## src/hdl/svcs_fifo.sv

```systemverilog
// Small flip-flop queue with registered count, used between front and back and at the output.
// Depends on nothing.
module svcs_fifo #(
	parameter int DEPTH = 4,
	parameter int WIDTH = 8
) (
	input  logic             clk,
	input  logic             arst_n,
	input  logic             wr_en,
	input  logic [WIDTH-1:0] wr_data,
	input  logic             rd_en,
	output logic [WIDTH-1:0] rd_data,
	output logic             full,
	output logic             empty
);
	localparam int PW = (DEPTH > 1) ? $clog2(DEPTH) : 1;
	localparam int CW = $clog2(DEPTH + 1);

	logic [WIDTH-1:0] mem [DEPTH];
	logic [PW-1:0]    wr_ptr_q;
	logic [PW-1:0]    rd_ptr_q;
	logic [CW-1:0]    cnt_q;

	assign full    = (cnt_q == CW'(DEPTH));
	assign empty   = (cnt_q == '0);
	assign rd_data = mem[rd_ptr_q];

	// Advance pointers and count
	always_ff @(posedge clk or negedge arst_n) begin
		if (!arst_n) begin
			wr_ptr_q <= '0;
			rd_ptr_q <= '0;
			cnt_q    <= '0;
		end else begin
			if (wr_en) begin
				wr_ptr_q <= (wr_ptr_q == PW'(DEPTH - 1)) ? '0 : wr_ptr_q + 1'b1;
			end
			if (rd_en) begin
				rd_ptr_q <= (rd_ptr_q == PW'(DEPTH - 1)) ? '0 : rd_ptr_q + 1'b1;
			end
			if (wr_en && !rd_en) begin
				cnt_q <= cnt_q + 1'b1;
			end else if (!wr_en && rd_en) begin
				cnt_q <= cnt_q - 1'b1;
			end
		end
	end

	// Store the incoming word
	always_ff @(posedge clk) begin
		if (wr_en) begin
			mem[wr_ptr_q] <= wr_data;
		end
	end

endmodule

```

## config.mk

```make
export PLATFORM = sky130hd
export DESIGN_NAME = svcs_fifo
export DESIGN_NICKNAME = d
export VERILOG_FILES = /design/src/hdl/svcs_fifo.sv
export SDC_FILE = /design/constraint.sdc
export NUM_CORES = 1
export LEC_CHECK = 0
export BUFFER_PORTS_ARGS = -buffer_cell sky130_fd_sc_hd__buf_4
export CAP_MARGIN = 5
export CORE_ASPECT_RATIO = 2
export CORE_MARGIN = 2
export CORE_UTILIZATION = 34
export CTS_BUF_LIST = sky130_fd_sc_hd__clkbuf_8
export DETAILED_ROUTE_END_ITERATION = 10
export GPL_TIMING_DRIVEN = 0
export PLACE_DENSITY = 0.63
export SETUP_SLACK_MARGIN = 0.5
export SLEW_MARGIN = 10
export SYNTH_ARGS = -nofsm -noshare
export SYNTH_HDL_FRONTEND = slang
export SYNTH_SLANG_ARGS = --single-unit
```

## constraint.sdc

```tcl
create_clock -name clk -period 1.9 [get_ports clk]
set_input_delay 0.095 -clock clk [delete_from_list [all_inputs] [get_ports clk]]
set_output_delay 0.095 -clock clk [all_outputs]
set_load 0.05 [all_outputs]
```

# Word level (Yosys, flattened, before mapping)
# Memories as Yosys holds them, arrays and structs flattened.
# Cells that the tools add are included.
dict set report word_totals {
  in_bits 12
  ram_bits 32
  mem_count 1
  elab_cells 23
  reg_bits 7
  out_inout_bits 10
}
# name words width read_ports rd_clocked_by_memory_dff write_ports line_no
set mem_list {}
lappend mem_list {mem 4 8 1 0 1 19} ;# logic [WIDTH-1:0] mem [DEPTH];
dict set report classes {
  reduce_logical 6
  n_mux 6
  eq_ne 3
  n_addsub 4
}
# op count
set op_table {}
lappend op_table {{two-way mux 3 bit} 2}
lappend op_table {{adder 2 x 1 -> 2 bit, second input constant} 2}
lappend op_table {{equality test 2 bit, second input constant} 2}
lappend op_table {{two-way mux 2 bit} 2}
lappend op_table {{adder 3 x 1 -> 3 bit, second input constant} 1}
lappend op_table {{equality test 3 bit, second input constant} 1}
lappend op_table {{logical NOT 3 bit} 1}
lappend op_table {{subtractor 3 x 1 -> 3 bit, second input constant} 1}
lappend op_table {{logical AND 1 bit} 2}
lappend op_table {{logical NOT 1 bit} 2}
lappend op_table {{two-way mux 1 bit} 2}
lappend op_table {{nonzero test 2 bit} 1}

# Depth between registers and ports, before layout
dict set report logic_depth {
  ltp_word 4
  depth_mapped 7
}

# Least setup slack after synthesis
# No wires, ideal clock.
dict set report synth_path {
  path_kind {flip-flop to output port}
  from {register cnt_q[0]}
  to {output full}
  t_required_ns 1.805
  path_buffers 0
  setup_slack_ns 0.224
  path_stages_with_launch 2
  arrival_ns 1.581
  cell_sequence {dfrtp_1 > nor3b_1}
}
dict set report synth_between {
  elab_chain_len 1
}
# element line_no
set synth_lines {}
lappend synth_lines {{from (decl)} 22} ;# logic [CW-1:0] cnt_q;
lappend synth_lines {{from (signal assigned)} 42} ;# cnt_q <= cnt_q + 1'b1;
lappend synth_lines {{from (signal assigned)} 44} ;# cnt_q <= cnt_q - 1'b1;
lappend synth_lines {{equality test 3 bit} 24} ;# assign full = (cnt_q == CW'(DEPTH));
lappend synth_lines {{to (decl)} 13} ;# output logic full,
# No other way between the ends.

# Worst setup path in the final report
dict set report layout_path {
  from {register rd_ptr_q[0]}
  to {output rd_data[0]}
}
dict set report layout_between {
  elab_chain_len 1
}
# element line_no
set layout_lines {}
lappend layout_lines {{from (decl)} 21} ;# logic [PW-1:0] rd_ptr_q;
lappend layout_lines {{from (signal assigned)} 39} ;# rd_ptr_q <= (rd_ptr_q == PW'(DEPTH - 1)) ? '0 : rd_ptr_q + 1'b1;
lappend layout_lines {{memory read (4 x 8 bit)} --}
lappend layout_lines {{to (decl)} 12} ;# output logic [WIDTH-1:0] rd_data,
# No other way between the ends.

==> results.yml <==
global_routing:
  grt_antenna_before_repair: 0
  grt_start_max_net_pins: 13
  grt_pass1_wl_mm: 3.90
  grt_overflow: 0
  grt.total_usage_pct: 10.9
  via_count_of_the_first_global_routing_pass: 773
synthesis:
  netlist_area_um2: 1570
  ys_seq_area_share_pct: 72.5
  syn-num-nets: 98
  post_synthesis_area_per_instance_um2: 19.8
  synth-warning-count: 0
  post_synth_num_cell_types: 18
  synthesis.instances: 79
  synth.area.top_cells: "sky130_fd_sc_hd__edfxtp_1, sky130_fd_sc_hd__mux4_2, sky130_fd_sc_hd__dfrtp_1"
  ys_seq_elements: 39
  largest_area_contributor_in_the_synthesized_netlist: "sky130_fd_sc_hd__edfxtp_1"
  post-synth-top-area-fraction_pct: 61.3
cts:
  cts.sinks: 39
  tritoncts.num_buffers: 5
  cell_chosen_for_the_clock_root: "sky130_fd_sc_hd__clkbuf_8"
  tritoncts: "yes"
  clkTransAtPathRegs_ps: 70
  clockBufferDepth: 2
  ctsHtreeMaxLevel: 2
  clk_latency_ps: 280
cells_and_area:
  fillerInstances: 394
  count_of_non_filler_cells_in_the_finished_layout: 172
  layout.cells.most_common_list: "sky130_fd_sc_hd__edfxtp_1, sky130_fd_sc_hd__buf_4, sky130_fd_sc_hd__mux4_2, sky130_fd_sc_hd__buf_6, sky130_fd_sc_hd__ha_1"
  nNetsFinal: 135
  drive_above_1_share_pct: 45.3
  area_growth_syn_to_layout_pct: 30.8
  layout.cell_area.non_filler_um2: 2050
  final_util_pct: 45.5
  mostFrequentLayoutCell: "sky130_fd_sc_hd__edfxtp_1"
  n_antenna_cell: 0
sta:
  rsz0062_at_grt: "yes"
  setup_viol_count_final: 0
  timing.final.crit_share_pct: 86.5
  final_max_slew_viol_count: 0
  timing.final.crit_period_ps: 1640
  final_setup_tns_ps: 0
  timing.max_slew.rel_slack_pct: 84.0
  fin_worst_skew_ps: 4.52
  finalHoldViolations: 0
  achievable-frequency_mhz: 609
  tightest_slew_ps: 241
floorplan:
  fp.coreArea_um2: 4510
  dieWidth_um: 52.0
  initial_utilization_pct: 34.8
  die_h_um: 100
  top_level_ports: 22
  dieArea_um2: 5200
  row_count: 35
detailed_routing:
  drc_errors: 0
  detailroute.via_count: 786
  post_drt_wl_per_cell_um: 14.2
  routed-wl-met3_um: 148
  wl_met2_mm: 1.22
  postRouteAntennaNets: 0
  vias_per_cell: 4.57
  number_of_search_and_repair_iterations_in_the_first_detailed_routing_pass: 4
  wirelength_mm: 2.44
  m1WireLength_mm: 1.01
  topRoutingLayerUsed: "met4"
  drt_iter0_markers: 12
placement:
  place.detailed.hpwl_mm: 1.58
  numPortBuffers: 21
  placed_instance_area_um2: 1800
  finalWeightedCongestion: 0.653
  dp_cells: 155
critical_path:
  reg2regPathDepth: 4
  end_kind: "primary output"
  slowest_delay_ps: 520
  timing.critical_path.from: "rd_ptr_q[0]"
  critical_path.slowest_cell: "sky130_fd_sc_hd__mux4_2"
  cp_cell_sequence: "buf_8 -> mux4_2 -> buf_6"
  r2r_end: "cnt_q[2]"
  critPathLaunchType: "register"
  crit_path_end: "rd_data[0]"
  crit_type: "reg -> out"
  path_max_fanout: 5
  reg2reg_slack_ps: 550
  timing.critical_path.required_ps: 1800
  crit-reg2reg-launch: "cnt_q[1]"
  worst_ep_arrival_time_ps: 1550
run_status:
  run_status: "finished clean"
power:
  cellLeakagePower_uw: 0.000779
  vdd_drop_max_uv: 916
  power_density_nw_per_um2: 1610
  finalPower_uw: 3300
hold_path:
  hp-class: "in -> reg"
flow_run:
  cap_violations: 0
-- cells by family (layout without fill, tap and decap cells) --
| group | count (synthesis) | after routing | synth area share, % |
|---|---|---|---|
| flip-flops | 39 | 39 | 72.5 |
| AND/OR/NAND/NOR | 11 | 11 | 3.67 |
| multiplexers | 10 | 10 | 12.9 |
| adder cells (fa/ha/maj) | 7 | 7 | 6.07 |
| buffers and inverters | 6 | 44 | 1.99 |
| AO/OA/AOI/OAI | 3 | 3 | 1.20 |
| XOR/XNOR | 3 | 3 | 1.68 |
-- stage by stage --
step	worst slack, ps	hold WS (ps)
2_1_floorplan	585	-201
3_3_place_gp	497	-85.6
3_5_place_dp	471	-84.3
4_1_cts	228	1.09
5_1_grt	195	0.694
6_report	257	11.5
-- sequential cells by signal, indices dropped and copies added, names as in the netlist --
register	flops
rd_ptr_q	2
wr_ptr_q	2
cnt_q	3
mem	32
-- layout make-up --
cell class	count	area, um2	share of cell area, %
plain buffers	2	20.0	0.976
clock buffers	5	68.8	3.36
clock inverters	3	38.8	1.89
inverters	4	15.0	0.732
multi-input cells	34	415	20.3
flip-flops and latches	39	1140	55.5
well taps	55	68.8	3.36
repair buffers	30	285	13.9
-- power breakdown --
part / switching, uW / internal [uW] / leakage, uW / total (uW)
sequential: 98.8 / 1130 / 0.000375 / 1230
clock: 269 / 384 / 0.0000556 / 653
combinational: 793 / 626 / 0.000348 / 1420
-- Yosys cell counts --
cell type and n:
sky130_fd_sc_hd__o21ai_0 2, sky130_fd_sc_hd__nor3b_1 1, sky130_fd_sc_hd__and2_1 4, sky130_fd_sc_hd__fa_1 1, sky130_fd_sc_hd__inv_1 4, sky130_fd_sc_hd__nor3_1 2, sky130_fd_sc_hd__mux2_2 2, sky130_fd_sc_hd__a21o_2 1
sky130_fd_sc_hd__nor2_1 2, sky130_fd_sc_hd__mux4_2 8, sky130_fd_sc_hd__xnor2_1 1, sky130_fd_sc_hd__dfrtp_1 7, sky130_fd_sc_hd__edfxtp_1 32, sky130_fd_sc_hd__xor2_1 2, sky130_fd_sc_hd__buf_6 1, sky130_fd_sc_hd__ha_1 6
sky130_fd_sc_hd__buf_2 1, sky130_fd_sc_hd__nand2_1 2
-- layer usage --
layer  up-vias  GRT usage, %
met5         -             0
met4         0          6.07
met3         6          4.17
met2        23          15.8
met1       379          13.8
li1        378             -
-- worst min path at each step --
stage	startpoint	to	cells past startpoint
2_1_floorplan	arst_n	cnt_q[0]	0
3_3_place_gp	arst_n	cnt_q[2]	1
3_5_place_dp	arst_n	cnt_q[0]	1
4_1_cts	wr_data[1]	mem[2][1]	1
5_1_grt	wr_data[5]	mem[2][5]	1
6_report	wr_data[1]	mem[2][1]	1
-- critical path: cells and delay by family, from the launching register on --
family | cells | cell delay (ps)
buf+inv | 2 | 310
flops | 1 | 420
mux | 1 | 520
-- what timing repair did --
item / in CTS / in global routing
setup buffers: 3 / 0
gates cloned: 0 / 1
setup endpoints to repair: 33 / 13
hold buffers: 5 / 0
resized for setup: 5 / 10
endpoints found under the hold margin: 23 / 0
Power figures use the tool's default switching activity.
